$ cat config.mk
export PLATFORM = sky130hd
export DESIGN_NAME = elevator_order_queue
export DESIGN_NICKNAME = d
export VERILOG_FILES = /design/src/sv/eoq_pkg.sv /design/src/sv/eoq_cell.sv /design/src/sv/elevator_order_queue.sv
export SDC_FILE = /design/constraint.sdc
export NUM_CORES = 1
export LEC_CHECK = 0
export ABC_AREA = 1
export BUFFER_PORTS_ARGS = -buffer_cell sky130_fd_sc_hd__buf_2
export CELL_PAD_IN_SITES_DETAIL_PLACEMENT = 0
export CELL_PAD_IN_SITES_GLOBAL_PLACEMENT = 2
export CORE_MARGIN = 2
export CORE_UTILIZATION = 33
export CTS_BUF_LIST = sky130_fd_sc_hd__clkbuf_16
export DETAILED_ROUTE_END_ITERATION = 6
export GPL_ROUTABILITY_DRIVEN = 0
export HOLD_SLACK_MARGIN = 0.02
export MAX_ROUTING_LAYER = met4
export PLACE_DENSITY = 0.88
export SYNTH_ARGS = -nofsm -noshare
export SYNTH_HDL_FRONTEND = slang
export SYNTH_SLANG_ARGS = --single-unit
$ cat constraint.sdc
create_clock -name clk_i -period 4.56 [get_ports clk_i]
set_input_delay 0.228 -clock clk_i [delete_from_list [all_inputs] [get_ports clk_i]]
set_output_delay 0.228 -clock clk_i [all_outputs]
set_load 0.05 [all_outputs]
$ cat src/sv/eoq_pkg.sv
`default_nettype none
package eoq_pkg;

  localparam int QUEUE_DEPTH   = 16;
  localparam int FLOOR_COUNT   = 4;
  localparam int FLOOR_W       = 2;
  localparam int BUTTON_W      = 2;
  localparam int ENTRY_IDX_W   = 4;
  localparam int ORDER_COUNT_W = 5;
  localparam int CNT_W         = $clog2(QUEUE_DEPTH + 1);
  localparam int IN_DATA_W     = 16;
  localparam int OUT_DATA_W    = 16;

  typedef enum logic [1:0] {
    FUNC_PRESS   = 2'd0,
    FUNC_STEP    = 2'd1,
    FUNC_CLEAR   = 2'd2,
    FUNC_PROMOTE = 2'd3
  } func_e;

  typedef enum logic [1:0] {
    DIR_STOP = 2'd0,
    DIR_UP   = 2'd1,
    DIR_DOWN = 2'd2
  } dir_e;

  localparam logic [BUTTON_W-1:0] BTN_UP   = 2'd0;
  localparam logic [BUTTON_W-1:0] BTN_DOWN = 2'd1;
  localparam logic [BUTTON_W-1:0] BTN_CAB  = 2'd2;

  typedef struct packed {
    logic [FLOOR_W-1:0]  floor;
    logic [BUTTON_W-1:0] button;
  } entry_t;

  typedef enum logic [1:0] {
    CELL_HOLD,
    CELL_NEW,
    CELL_PREV,
    CELL_NEXT
  } cell_op_e;

  // lookup key broadcast to all cells; button compared only when chk_button set
  typedef struct packed {
    logic [FLOOR_W-1:0]  floor;
    logic [BUTTON_W-1:0] button;
    logic                chk_button;
  } key_t;

endpackage
`default_nettype wire

$ cat src/sv/eoq_cell.sv
`default_nettype none
module eoq_cell
  import eoq_pkg::*;
(
  input  wire  logic     clk_i,
  input  wire  cell_op_e op_i,
  input  wire  logic     valid_i,
  input  wire  key_t     key_i,
  input  wire  entry_t   new_i,
  input  wire  entry_t   prev_i,
  input  wire  entry_t   next_i,
  input  wire  logic     hit_chain_i,
  output logic           hit_chain_o,
  output entry_t         entry_o
);

  entry_t entry_q;
  logic   hit;

  always_comb begin
    hit = valid_i && (entry_q.floor == key_i.floor) &&
          (!key_i.chk_button || (entry_q.button == key_i.button));
    hit_chain_o = hit_chain_i | hit;
    entry_o     = entry_q;
  end

  always_ff @(posedge clk_i) begin
    unique case (op_i)
      CELL_HOLD: entry_q <= entry_q;
      CELL_NEW:  entry_q <= new_i;
      CELL_PREV: entry_q <= prev_i;
      CELL_NEXT: entry_q <= next_i;
      default:   entry_q <= entry_q;
    endcase
  end

endmodule
`default_nettype wire

$ cat src/sv/elevator_order_queue.sv
// Elevator call order queue.
// Input beats on s_axis carry one event each: tuser selects press, step, clear
// or promote, tdata carries the call floor and button, the last passed floor,
// the floor sensor and the promotion slot. Every input beat yields exactly one
// output beat on m_axis with the head order, motor command, door pulse, order
// count and accepted flag.
// Orders sit in a row of cells, slot 0 being the head; each cell can load a
// new order or take its neighbour's order, so appends, promotions and
// compaction are shifts along the row.
// Press, clear, promote and steps that do not serve a floor go through the
// execute and finish states; a new beat is taken only back in idle.
// A step that serves a floor adds a compact state that removes one order per
// cycle, every order at the passed floor, before the finish state.
// One event is in flight at a time; s_axis_tready is high only while idle.
// The result sits in an output register, so the next beat is taken while it
// waits; the block stalls only when a second result would need that register.
// Reset empties the queue and sets the stored direction to stop; queue
// contents need no reset.
`default_nettype none
module elevator_order_queue
  import eoq_pkg::*;
(
  input  wire  logic                  clk_i,
  input  wire  logic                  rst_ni,
  input  wire  logic                  s_axis_tvalid,
  output logic                        s_axis_tready,
  // call_floor, call_button, passed_floor, at_floor, entry_index
  input  wire  logic [IN_DATA_W-1:0]  s_axis_tdata,
  // func
  input  wire  logic [1:0]            s_axis_tuser,
  output logic                        m_axis_tvalid,
  input  wire  logic                  m_axis_tready,
  // head_valid, head_floor, head_button, motor_command, door_open, order_count, accepted
  output logic [OUT_DATA_W-1:0]       m_axis_tdata
);

  typedef enum logic [1:0] {
    ST_IDLE,
    ST_EXEC,
    ST_COMPACT,
    ST_FINISH
  } state_e;

  state_e                  state_q;
  logic [CNT_W-1:0]        count_q;
  dir_e                    dir_q;
  func_e                   func_q;
  logic [FLOOR_W-1:0]      cf_q;
  logic [BUTTON_W-1:0]     cb_q;
  logic [FLOOR_W-1:0]      lf_q;
  logic                    sens_q;
  logic [ENTRY_IDX_W-1:0]  idx_q;
  dir_e                    motor_q;
  logic                    door_q;
  logic                    acc_q;
  logic                    m_valid_q;
  logic [OUT_DATA_W-1:0]   m_data_q;

  cell_op_e                cell_op   [QUEUE_DEPTH];
  entry_t                  cell_ent  [QUEUE_DEPTH];
  entry_t                  cell_prev [QUEUE_DEPTH];
  entry_t                  cell_next [QUEUE_DEPTH];
  logic                    cell_vld  [QUEUE_DEPTH];
  logic [QUEUE_DEPTH:0]    chain;
  key_t                    key;
  entry_t                  new_ent;
  entry_t                  sel_ent;
  entry_t                  head;
  logic                    head_vld;
  logic                    press_ok;
  logic                    promote_ok;
  logic                    dir_ok;
  logic signed [FLOOR_W:0] dl;
  logic signed [FLOOR_W:0] df;

  assign chain[0] = 1'b0;
  assign new_ent  = '{floor: cf_q, button: cb_q};

  for (genvar g = 0; g < QUEUE_DEPTH; g++) begin : g_cell
    assign cell_vld[g]  = count_q > CNT_W'(g);
    assign cell_prev[g] = (g == 0) ? sel_ent : cell_ent[(g == 0) ? 0 : g - 1];
    assign cell_next[g] = (g == QUEUE_DEPTH - 1) ? '0 :
                          cell_ent[(g == QUEUE_DEPTH - 1) ? g : g + 1];
    eoq_cell u_cell (
      .clk_i       (clk_i),
      .op_i        (cell_op[g]),
      .valid_i     (cell_vld[g]),
      .key_i       (key),
      .new_i       (new_ent),
      .prev_i      (cell_prev[g]),
      .next_i      (cell_next[g]),
      .hit_chain_i (chain[g]),
      .hit_chain_o (chain[g+1]),
      .entry_o     (cell_ent[g])
    );
  end

  always_comb begin
    head     = cell_ent[0];
    head_vld = count_q != '0;
    sel_ent  = cell_ent[0];
    for (int i = 0; i < QUEUE_DEPTH; i++) begin
      if (int'(idx_q) == i) begin
        sel_ent = cell_ent[i];
      end
    end

    if (state_q == ST_COMPACT) begin
      key = '{floor: lf_q, button: '0, chk_button: 1'b0};
    end else begin
      key = '{floor: cf_q, button: cb_q, chk_button: 1'b1};
    end

    press_ok = (cb_q <= BTN_CAB) && (int'(cf_q) < FLOOR_COUNT) &&
               !chain[QUEUE_DEPTH] && (int'(count_q) < QUEUE_DEPTH);

    dl = $signed({1'b0, sel_ent.floor}) - $signed({1'b0, lf_q});
    df = $signed({1'b0, head.floor}) - $signed({1'b0, lf_q});
    if (sel_ent.button == BTN_UP) begin
      dir_ok = df > 0;
    end else if (sel_ent.button == BTN_DOWN) begin
      dir_ok = df < 0;
    end else begin
      dir_ok = 1'b1;
    end
    promote_ok = (idx_q != '0) && (int'(idx_q) < int'(count_q)) &&
                 (int'(idx_q) < QUEUE_DEPTH) && dir_ok &&
                 ((df > 0 && dl > 0 && dl < df) || (df < 0 && dl < 0 && dl > df));

    for (int i = 0; i < QUEUE_DEPTH; i++) begin
      cell_op[i] = CELL_HOLD;
      if (state_q == ST_EXEC && func_q == FUNC_PRESS && press_ok &&
          count_q == CNT_W'(i)) begin
        cell_op[i] = CELL_NEW;
      end else if (state_q == ST_EXEC && func_q == FUNC_PROMOTE && promote_ok &&
                   int'(idx_q) >= i) begin
        cell_op[i] = CELL_PREV;
      end else if (state_q == ST_COMPACT && chain[QUEUE_DEPTH] && chain[i+1]) begin
        cell_op[i] = CELL_NEXT;
      end
    end
  end

  assign s_axis_tready = state_q == ST_IDLE;
  assign m_axis_tvalid = m_valid_q;
  assign m_axis_tdata  = m_data_q;

  always_ff @(posedge clk_i or negedge rst_ni) begin
    if (!rst_ni) begin
      state_q   <= ST_IDLE;
      count_q   <= '0;
      dir_q     <= DIR_STOP;
      m_valid_q <= 1'b0;
      func_q    <= FUNC_PRESS;
      motor_q   <= DIR_STOP;
      door_q    <= 1'b0;
      acc_q     <= 1'b0;
    end else begin
      if (m_valid_q && m_axis_tready && state_q != ST_FINISH) begin
        m_valid_q <= 1'b0;
      end
      unique case (state_q)
        ST_IDLE: begin
          if (s_axis_tvalid) begin
            func_q  <= func_e'(s_axis_tuser);
            cf_q    <= s_axis_tdata[1:0];
            cb_q    <= s_axis_tdata[3:2];
            lf_q    <= s_axis_tdata[5:4];
            sens_q  <= s_axis_tdata[6];
            idx_q   <= s_axis_tdata[10:7];
            state_q <= ST_EXEC;
          end
        end
        ST_EXEC: begin
          unique case (func_q)
            FUNC_PRESS: begin
              motor_q <= DIR_STOP;
              door_q  <= 1'b0;
              acc_q   <= press_ok;
              state_q <= ST_FINISH;
              if (press_ok) begin
                count_q <= count_q + 1'b1;
              end
            end
            FUNC_STEP: begin
              acc_q <= 1'b0;
              if (head_vld && head.floor == lf_q && sens_q) begin
                motor_q <= DIR_STOP;
                dir_q   <= DIR_STOP;
                door_q  <= 1'b1;
                state_q <= ST_COMPACT;
              end else begin
                door_q  <= 1'b0;
                state_q <= ST_FINISH;
                if (!head_vld) begin
                  motor_q <= DIR_STOP;
                end else if (head.floor > lf_q) begin
                  motor_q <= DIR_UP;
                  dir_q   <= DIR_UP;
                end else if (head.floor < lf_q) begin
                  motor_q <= DIR_DOWN;
                  dir_q   <= DIR_DOWN;
                end else if (dir_q == DIR_UP) begin
                  motor_q <= DIR_DOWN;
                end else if (dir_q == DIR_DOWN) begin
                  motor_q <= DIR_UP;
                end else begin
                  motor_q <= DIR_STOP;
                end
              end
            end
            FUNC_CLEAR: begin
              motor_q <= DIR_STOP;
              door_q  <= 1'b0;
              acc_q   <= 1'b0;
              state_q <= ST_FINISH;
              count_q <= '0;
            end
            FUNC_PROMOTE: begin
              motor_q <= DIR_STOP;
              door_q  <= 1'b0;
              acc_q   <= promote_ok;
              state_q <= ST_FINISH;
            end
            default: state_q <= ST_FINISH;
          endcase
        end
        ST_COMPACT: begin
          if (chain[QUEUE_DEPTH]) begin
            count_q <= count_q - 1'b1;
          end else begin
            state_q <= ST_FINISH;
          end
        end
        ST_FINISH: begin
          if (!m_valid_q || m_axis_tready) begin
            m_valid_q <= 1'b1;
            m_data_q  <= {2'b00, acc_q, ORDER_COUNT_W'(count_q), door_q, motor_q,
                          head_vld ? head.button : BTN_UP,
                          head_vld ? head.floor : FLOOR_W'(0), head_vld};
            state_q   <= ST_IDLE;
          end
        end
        default: state_q <= ST_IDLE;
      endcase
    end
  end

endmodule
`default_nettype wire
**Word-level counts from Yosys, hierarchy flattened**

Cells that the tools add are included.

- Add/subtract/negate cells: 4
- $lt $le $gt $ge: 42
- Eq/ne operators: 127
- Mux-type cells: 109
- Bitwise operators: 15
- Reductions and logical operators: 151

Operators by type and width:

| cell | number |
|---|---|
| $pmux 4 s3 | 16 |
| $mux 2 | 60 |
| $logic_and 1x1->1 | 97 |
| $eq 2x2->1 const B | 37 |
| $eq 2x2->1 | 33 |
| $mux 4 | 15 |
| $eq 2x1->1 const B | 20 |
| $eq 5x4->1 const B | 8 |
| $gt 5x4->1 const B | 8 |
| $logic_not 2->1 | 19 |
| $eq 4x4->1 const B | 8 |
| $ge 4x4->1 const B | 8 |
| $eq 5x3->1 const B | 4 |
| $gt 5x3->1 const B | 4 |
| $pmux 5 s2 | 2 |
| $logic_or 1x1->1 | 18 |
| $eq 4x3->1 const B | 4 |
| $ge 4x3->1 const B | 4 |
| $mux 5 | 3 |
| $or 1x1->1 | 15 |
| $eq 5x2->1 const B | 2 |
| $gt 5x1->1 const B | 2 |
| $gt 5x2->1 const B | 2 |
| $reduce_and 3->1 | 3 |
| other kinds (36) | 56 |

- Register bits after elaboration: 105
- Input bits: 22
- Output and inout bits: 18
- Word-level logic and storage cells: 495

**Depth between registers and ports, before layout**

Gate-level depths: netlist of run 1.

- Word-level depth: 28
- Mapped depth: 33
- Gate-level depth less buffers: 31

**By module**

From an unflattened synthesis of run 1, not the netlist that was laid out.

- Cell total of the unflattened synthesis: 1351
- Area total of the unflattened synthesis: 8767.2 sq um

By module, submodules not included:

| module | instances | cells an instance | area an instance (sq um) | seq. area each (sq um) |
|---|---|---|---|---|
| eoq_cell | 16 | 48 | 310.3 | 120.1 |
| elevator_order_queue | 1 | 583 | 3802.4 | 1151.1 |

**Least setup slack after synthesis of run 1**

OpenSTA, ideal clock, no wires.

- Path type: reg2reg
- Start: register idx_q[2]
- End: register g_cell[11].u_cell.entry_q, in the netlist g_cell[11].u_cell.entry_o[0] (enable)
- Library setup time: 345 ps
- Arrival: 4566 ps
- Data required time: 4215 ps
- Setup slack: -351 ps
- Stages on the path, launching flop included: 29
- Path buffers: 3
- Period minus slack after synthesis: 4911 ps
- Path through: edfxtp_1 > buf_4 > nor2_1 > buf_4 > inv_1 > nor2_1 > nor2_1 > o21ai_0 > o21ai_0 > a21oi_1 > nor2_1 > o21ai_0 > nand3_1 > nand3_1 > nand2_1 > a21o_1 > a21oi_1 > inv_1 > ha_1 > inv_1 > fa_1 > ha_1 > a21oi_1 > o2111ai_1 > o21ai_0 > o211a_1 > buf_1 > nand4_1 > o211ai_1

- Longest elaborated chain between the ends: 27
- Elaborated cells between the ends (all ways): 55
- Classes of those cells: 1 x add/sub; 6 x order compare; 16 x eq/ne; 19 x mux; 13 x reduce/logical

Ends and longest elaborated chain:

| what | RTL line | source |
|---|---|---|
| start: declaration | elevator_order_queue.sv:52 | `logic [ENTRY_IDX_W-1:0] idx_q;` |
| start signal: assignment | elevator_order_queue.sv:170 | `idx_q <= s_axis_tdata[10:7];` |
| $eq 4x2->1 | elevator_order_queue.sv:103 | `if (int'(idx_q) == i) begin` |
| $mux 4 (15 in a row) | elevator_order_queue.sv:103 |  |
| $sub 2x2->3 | elevator_order_queue.sv:117 | `dl = $signed({1'b0, sel_ent.floor}) - $signed({1'b0, lf_q});` |
| $gt 3x1->1 / $lt 3x1->1 (equally long branches) | elevator_order_queue.sv:128 | `((df > 0 && dl > 0 && dl < df) \|\| (df < 0 && dl < 0 && dl > df));` |
| $logic_and 1x1->1 (2 in a row) | elevator_order_queue.sv:128 |  |
| $logic_or 1x1->1 | elevator_order_queue.sv:128 |  |
| $logic_and 1x1->1 | elevator_order_queue.sv:127 | `(int'(idx_q) < QUEUE_DEPTH) && dir_ok &&` |
| $logic_and 1x1->1 | elevator_order_queue.sv:135 | `end else if (state_q == ST_EXEC && func_q == FUNC_PROMOTE && promote_ok &&` |
| $logic_and 1x1->1 * | elevator_order_queue.sv:135 |  |
| $mux 2 * | elevator_order_queue.sv:135 |  |
| $mux 2 * | elevator_order_queue.sv:132 | `if (state_q == ST_EXEC && func_q == FUNC_PRESS && press_ok &&` |
| $logic_not 2->1 * | eoq_cell.sv:28 | `unique case (op_i)` |
| end signal: assignment | eoq_cell.sv:29 | `CELL_HOLD: entry_q <= entry_q;` |
| end signal: assignment | eoq_cell.sv:30 | `CELL_NEW: entry_q <= new_i;` |
| end signal: assignment | eoq_cell.sv:31 | `CELL_PREV: entry_q <= prev_i;` |
| end: declaration | eoq_cell.sv:17 | `entry_t entry_q;` |

Mark *: on every way between the ends. The rest lies on a longest branch, timed or not.
A chain may end at the register's enable or synchronous reset.

**Final worst setup path of run 1**

- Start: register idx_q[3]
- End: register g_cell[8].u_cell.entry_q, in the netlist g_cell[8].u_cell.entry_o[1], data pin

- Longest elaborated chain between the ends: 28
- Elaborated cells between the ends (all ways): 58
- Classes of those cells: 1 x add/sub; 6 x order compare; 19 x eq/ne; 20 x mux; 12 x reduce/logical

Ends and longest elaborated chain:

| what | RTL line |
|---|---|
| $eq 4x2->1 | elevator_order_queue.sv:103 |
| $mux 4 (15 in a row) | elevator_order_queue.sv:103 |
| $sub 2x2->3 | elevator_order_queue.sv:117 |
| $gt 3x1->1 / $lt 3x1->1 (equally long branches) | elevator_order_queue.sv:128 |
| $logic_and 1x1->1 (2 in a row) | elevator_order_queue.sv:128 |
| $logic_or 1x1->1 | elevator_order_queue.sv:128 |
| $logic_and 1x1->1 | elevator_order_queue.sv:127 |
| $logic_and 1x1->1 | elevator_order_queue.sv:135 |
| $logic_and 1x1->1 * | elevator_order_queue.sv:135 |
| $mux 2 * | elevator_order_queue.sv:135 |
| $mux 2 * | elevator_order_queue.sv:132 |
| $eq 2x2->1 / $eq 2x1->1 (equally long branches) | eoq_cell.sv:28 |
| $pmux 4 s3 * | eoq_cell.sv:28 |
| end signal: assignment | eoq_cell.sv:29 |
| end signal: assignment | eoq_cell.sv:30 |
| end signal: assignment | eoq_cell.sv:31 |
| end: declaration | eoq_cell.sv:17 |

Marked as above.

==> key figures, run 1 <==
Run status
  • Outcome: finished, violations left
  • Failing checks: setup timing

Yosys
  • Synth area leaders: edfxtp_1 34%, nand3_1 14%, nand2_1 10%
  • Sequential area share after synthesis: about two fifths
  • Top post-synthesis cells by count: 213 x nand2_1, 211 x nand3_1, 129 x inv_1
  • Top FF cell, synth: edfxtp_1
  • Synthesized cell area: 0.00779 mm^2
  • Unique masters post-synth: 45
  • Number of synthesized flops with an enable pin: 89
  • Cell with the most instances after synthesis: nand2_1
  • Avg Cell Area, Syn: around 7.5 um^2
  • Area leader, netlist: edfxtp_1
  • Asr flop ratio synth: around 15%
  • Synth warn: 0
  • Top cell type's share of synthesized area: 34.3%
  • Synthesized netlist cell count: roughly 1000
  • Flip-flop and latch count after synthesis: ~110

Power
  • Sw Share: 48.6%
  • Combinational power share: between 50% and 60%
  • Power share of the clock group: 12.4%
  • Sequential share of power: 32.2%
  • VDD IR max: between 0.2 and 0.3 mV
  • NetSw: approximately 3300 uW
  • Power Density: 691 mW/mm^2
  • Int Power: ~3500 uW
  • Leakage power figure: 0.00441 uW

Layout
  • Ant. Diodes: 0
  • Layout cells sized above 1: 21.9%
  • Area Overhead vs Synth: 26.6%
  • Fin nets: 1199
  • Filler instances: 2374

Place
  • Pre-CTS setup slack: -430 ps
  • # port buffers: 32
  • Hpwl dp: 20400 um

Drt
  • Routed via count: 7650
  • DR DRC count: 0
  • Vias per cell: 5.16
  • Final WL: 27400 um
  • Wirelength per Cell: 18.5 um
  • Starting DRC count in detailed routing: 698
  • Pre-Repair DR Iteration Count: 5
  • Remaining antenna violation count: 0

Global route
  • Largest net degree at the start of global routing: 20
  • Global-route wire length before repair: 42300 um
  • GRT overflow: 0
  • Antenna violations before repair: 0
  • Vias in the first global route: ~7300
  • Gr usage total: 23.1%

STA
  • Least-Margin Pin Slew: around 1200 ps
  • Worst hold margin: around 34 ps
  • Clock skew: 8.39 ps
  • Final slew viol count: 0
  • Final Cycle Share: 103%
  • Final setup viols: 84
  • Tmin final: between 4000 and 5000 ps
  • Setup ws final: -148 ps
  • RSZ-0062 raised after global routing: true
  • Peak Freq: approximately 210 MHz
  • Slew HR: around 22%
  • Endpoints failing hold: 0

Worst setup path
  • Cell family with most CP delay: compound AO/OA/AOI/OAI gates
  • Slowest stage delay, CP: 450 ps
  • Critical path class: reg -> reg
  • Endpoint type of the worst setup path: register
  • WP data required: approximately 4700 ps
  • CP Buf/Inv Count: 9
  • Arrival @ worst endpoint: 4830 ps
  • Critical Path Fanout Max: 8
  • CP startpoint kind: register
  • Slowest CP cell: fa_2

Clocking
  • Worst-Skew Late Latency: 370 ps
  • CTS tree: yes
  • Clock tree sinks: 105
  • Total CTS buffers: 9
  • Worst-path clk slew: roughly 80 ps
  • CTS root buffer: clkbuf_16
  • Max Buffers Root-to-Sink: 2
  • H-tree levels: 3

Die
  • Rows: 56
  • Core ar.: between 0.02 and 0.025 mm^2
  • Die area: about 0.025 mm^2
  • Starting density of the core: between 30% and 40%
  • Die height: 158 um
  • Die extent in x: 158 um
  • I/O pin cnt: 40

Min path
  • HP Class: in -> reg

Job
  • MaxCap Viol Count: 0
per-stage QoR:
step / total power [uW] / instances / setup TNS, ps / utilization, % / instance area, um^2
3_5_place_dp: 5660 / 1447 / -39140 / 38.1 / 8900
3_3_place_gp: 5620 / 1447 / -11550 / 38.1 / 8900
6_report: 6820 / 1482 / -5590 / 42.3 / 9870
2_1_floorplan: 4360 / 1035 / 0 / - / 7810
4_1_cts: 6640 / 1474 / -304 / 40.8 / 9520
5_1_grt: 7320 / 1482 / -35750 / 42.3 / 9870
flip-flops by register name, summed over array words and instances (netlist names), 2 cells and up:
name,count
idx_q,4
lf_q,2
m_axis_tdata,14
motor_q,2
cb_q,2
dir_q,2
count_q,5
g_cell.u_cell.entry_o,64
state_q,2
func_q,2
cf_q,2
final cells by class:
class                           count  area (um^2)  area share (%)
Multi-Input combinational cell    756         4440            44.9
Timing Repair Buffer              144         1100            11.1
Sequential cell                   105         3070            31.1
Tap cell                          319          399            4.04
Clock buffer                        9          225            2.28
Inverter                          142          548            5.55
Clock inverter                      7         88.8           0.900
power by group through the flow:
stage	clock (uW)	sequential [uW]	combinational, uW
6_report	845	2200	3780
5_1_grt	888	2240	4190
4_1_cts	853	2180	3610
3_5_place_dp	0	2200	3460
3_3_place_gp	0	2200	3420
2_1_floorplan	0	2060	2300
worst paths after layout:
kind	start	endpoint	slack [ps]	cells after the start
setup / recovery	idx_q[3]$_DFFE_PP_	g_cell[8].u_cell.entry_o[1]$_DFFE_PP_	-150	31
hold / removal	s_axis_tdata[6]	sens_q$_DFFE_PP_	30	1
setup reg to reg	idx_q[3]$_DFFE_PP_	g_cell[8].u_cell.entry_o[1]$_DFFE_PP_	-150	31
hold reg to reg	acc_q$_DFFE_PN0P_	m_axis_tdata[13]$_DFFE_PP_	460	0
max in group asynchronous	rst_ni	acc_q$_DFFE_PN0P_	3960	2
min in group asynchronous	rst_ni	state_q[0]$_DFFE_PN0P_	310	2
cell usage in the layout, fill, tap and decap left out, drive strengths merged, types with 23 or more instances in the layout:
cell,netlist,layout
nand3,213,213
xor2,41,41
edfxtp,89,89
nand2,217,217
nand4,23,23
buf,23,143
inv,136,138
nor2,83,83
o21ai,52,52
a21oi,38,38
routing by layer:
layer	global-route usage, %	wire, um	vias up
met5	-	0	-
met4	6.45	439	0
met3	2.03	1230	23
met2	35.8	12800	211
met1	32.3	13000	3671
li1	-	-	3745
repair_timing:
item                       4_1_cts  5_1_grt
hold endpoints to repair        16        0
setup endpoints to repair      128      128
hold buffers                     1        0
pin swaps                        9       32
gates cloned                     3        3
resized for setup               55       66
buffers inserted                 7        7
kinds of logic (layout without fill, tap and decap cells):
group	count (synthesis)	after routing	share of synthesized area [%]
AND/OR/NAND/NOR	553	553	32.4
flip-flops	105	105	39.4
adder cells (fa/ha/maj)	19	19	3.24
XOR/XNOR	56	56	6.29
AO/OA/AOI/OAI	126	126	9.49
buffers and inverters	174	302	9.10
other	1	2	0.0481
Note: power is estimated with default switching activity, not from simulation.
==> inputs of run 2 (changes only) <==
--- a/config.mk
+++ b/config.mk
@@ -17,6 +17,7 @@
 export HOLD_SLACK_MARGIN = 0.02
 export MAX_ROUTING_LAYER = met4
 export PLACE_DENSITY = 0.88
+export RECOVER_POWER = 100
 export SYNTH_ARGS = -nofsm -noshare
 export SYNTH_HDL_FRONTEND = slang
 export SYNTH_SLANG_ARGS = --single-unit
==> key figures, run 2 (same netlist as run 1, synthesis figures left out) <==
Drt
  • Pre-Repair DR Iteration Count: 5
  • Starting DRC count in detailed routing: slightly above 700
  • Routed via count: between 7000 and 8000
  • Remaining antenna violation count: 0
  • Met2 wire length: 12700 um
  • Met3 routed WL: 1080 um
  • Final WL: ~27000 um
  • Wirelength per Cell: ~18 um
  • Routed met1 length: 13100 um
  • Vias per cell: 5.16
  • Highest routed layer: met4
  • DR DRC count: 0

STA
  • Peak Freq: 212 MHz
  • Slew HR: -30.5%
  • Setup ws final: -165 ps
  • Worst hold margin: about 36 ps
  • Endpoints failing hold: 0
  • Clock skew: 9.70 ps
  • RSZ-0062 raised after global routing: true
  • Final Cycle Share: 104%
  • Least-Margin Pin Slew: 1940 ps
  • Final slew viol count: 15
  • Tmin final: 4720 ps
  • Final setup viols: between 80 and 90

Worst setup path
  • CP Launch Point: idx_q[3]$_DFFE_PP_
  • WP data required: 4680 ps
  • Endpoint type of the worst setup path: register
  • Arrival @ worst endpoint: roughly 4800 ps
  • Critical path class: reg -> reg
  • CP startpoint kind: register
  • Worst R2R Start: idx_q[3]$_DFFE_PP_
  • Slowest stage delay, CP: 450 ps
  • Critical Path Fanout Max: 8
  • Slowest CP cell: fa_2

Die
  • Die extent in x: 158 um
  • Starting density of the core: 33.4%
  • Rows: 56
  • Die area: approximately 0.025 mm^2
  • Die height: 158 um
  • Core ar.: about 0.023 mm^2
  • I/O pin cnt: 40

Global route
  • GRT overflow: 0
  • Gr usage total: 23.1%
  • Vias in the first global route: 7322
  • Global-route wire length before repair: around 42000 um
  • Antenna violations before repair: 0
  • Largest net degree at the start of global routing: 20

Layout
  • Fin nets: approximately 1200
  • Design area: 0.00981 mm^2
  • Most common cell after layout, fill and taps aside: nand2_1
  • Layout cells sized above 1: 19.4%
  • Commonest cells after routing, fill and taps aside: 207 x nand2_1, 175 x nand3_1, 121 x inv_1
  • Max FFs per register: 64
  • Area Overhead vs Synth: 25.9%
  • Ant. Diodes: 0

Clocking
  • Clock tree sinks: 105
  • Max Buffers Root-to-Sink: 2
  • Worst-Skew Late Latency: 370 ps
  • CTS tree: yes
  • H-tree levels: 3
  • CTS root buffer: clkbuf_16
  • Total CTS buffers: 9
  • Worst-path clk slew: 80 ps

Run status
  • Failing checks: capacitance limit, slew limit, setup timing
  • Outcome: finished, violations left

Place
  • # port buffers: 32
  • Hpwl dp: 20400 um
  • DP Area: between 0.008 and 0.009 mm^2

Job
  • MaxCap Viol Count: 1

Min path
  • Hold Crit Start: s_axis_tdata[6]
  • HP Class: in -> reg

Power
  • Power Density: between 600 and 700 mW/mm^2
  • VDD IR max: ~0.30 mV
  • Leakage power figure: between 0.004 and 0.005 uW
-- run 2: stage by stage --
step	util (%)	worst slack [ps]	instances	setup TNS [ps]	power [uW]
after floorplan	-	28.0	1035	0	4360
after global placement	38.1	-218	1447	-11550	5620
after detailed placement	38.1	-430	1447	-39140	5660
after CTS	40.8	-28.1	1474	-304	6640
after global routing	42.1	-386	1482	-37500	7280
final	42.1	-165	1482	-7010	6790
-- run 2: final timing paths --
kind	to	slack [ps]	cells past startpoint
max	g_cell[8].u_cell.entry_o[1]$_DFFE_PP_	-160	31
min	sens_q$_DFFE_PP_	40	1
max reg2reg	g_cell[8].u_cell.entry_o[1]$_DFFE_PP_	-160	31
min reg2reg	m_axis_tdata[13]$_DFFE_PP_	460	0
max in group asynchronous	acc_q$_DFFE_PN0P_	3450	2
min in group asynchronous	m_axis_tvalid$_DFF_PN0_	520	2
-- run 2: worst max-delay path: cells and delay by family, from the launching register on --
kind            cells  cell delay, ps
buf+inv             9            1010
fa+ha+maj           3             890
simple gates       10             890
flops               1             440
compound gates      9            1220
-- run 2: what timing repair did --
action / in CTS / in global routing
gates resized for setup: 55 / 66
endpoints found under the setup margin: 128 / 128
buffers inserted: 7 / 7
hold buffers: 1 / 0
pin swaps: 9 / 32
gates cloned: 3 / 3
endpoints found under the hold margin: 16 / 0
-- run 2: final cells by class --
cell class | count | area, um^2
Clock buffer | 9 | 225
Multi-Input combinational cell | 756 | 4420
Sequential cell | 105 | 3070
Clock inverter | 7 | 88.8
Fill cell | 2387 | 13500
Tap cell | 319 | 399
Inverter | 142 | 548
Timing Repair Buffer | 144 | 1060
-- run 2: where the power goes --
group / switching [uW] / internal, uW / total [uW] / leakage, uW
clock: 405 / 439 / 845 / 0.000155
combinational: 2380 / 1360 / 3740 / 0.00318
sequential: 521 / 1680 / 2200 / 0.00101
total: 3310 / 3480 / 6790 / 0.00434
-- run 2: per-layer routing --
layer  track usage (%)  vias up
met3              2.03       24
met2              35.8      206
li1                  -     3748
met5                 -        -
met4              6.45        0
met1              32.3     3672
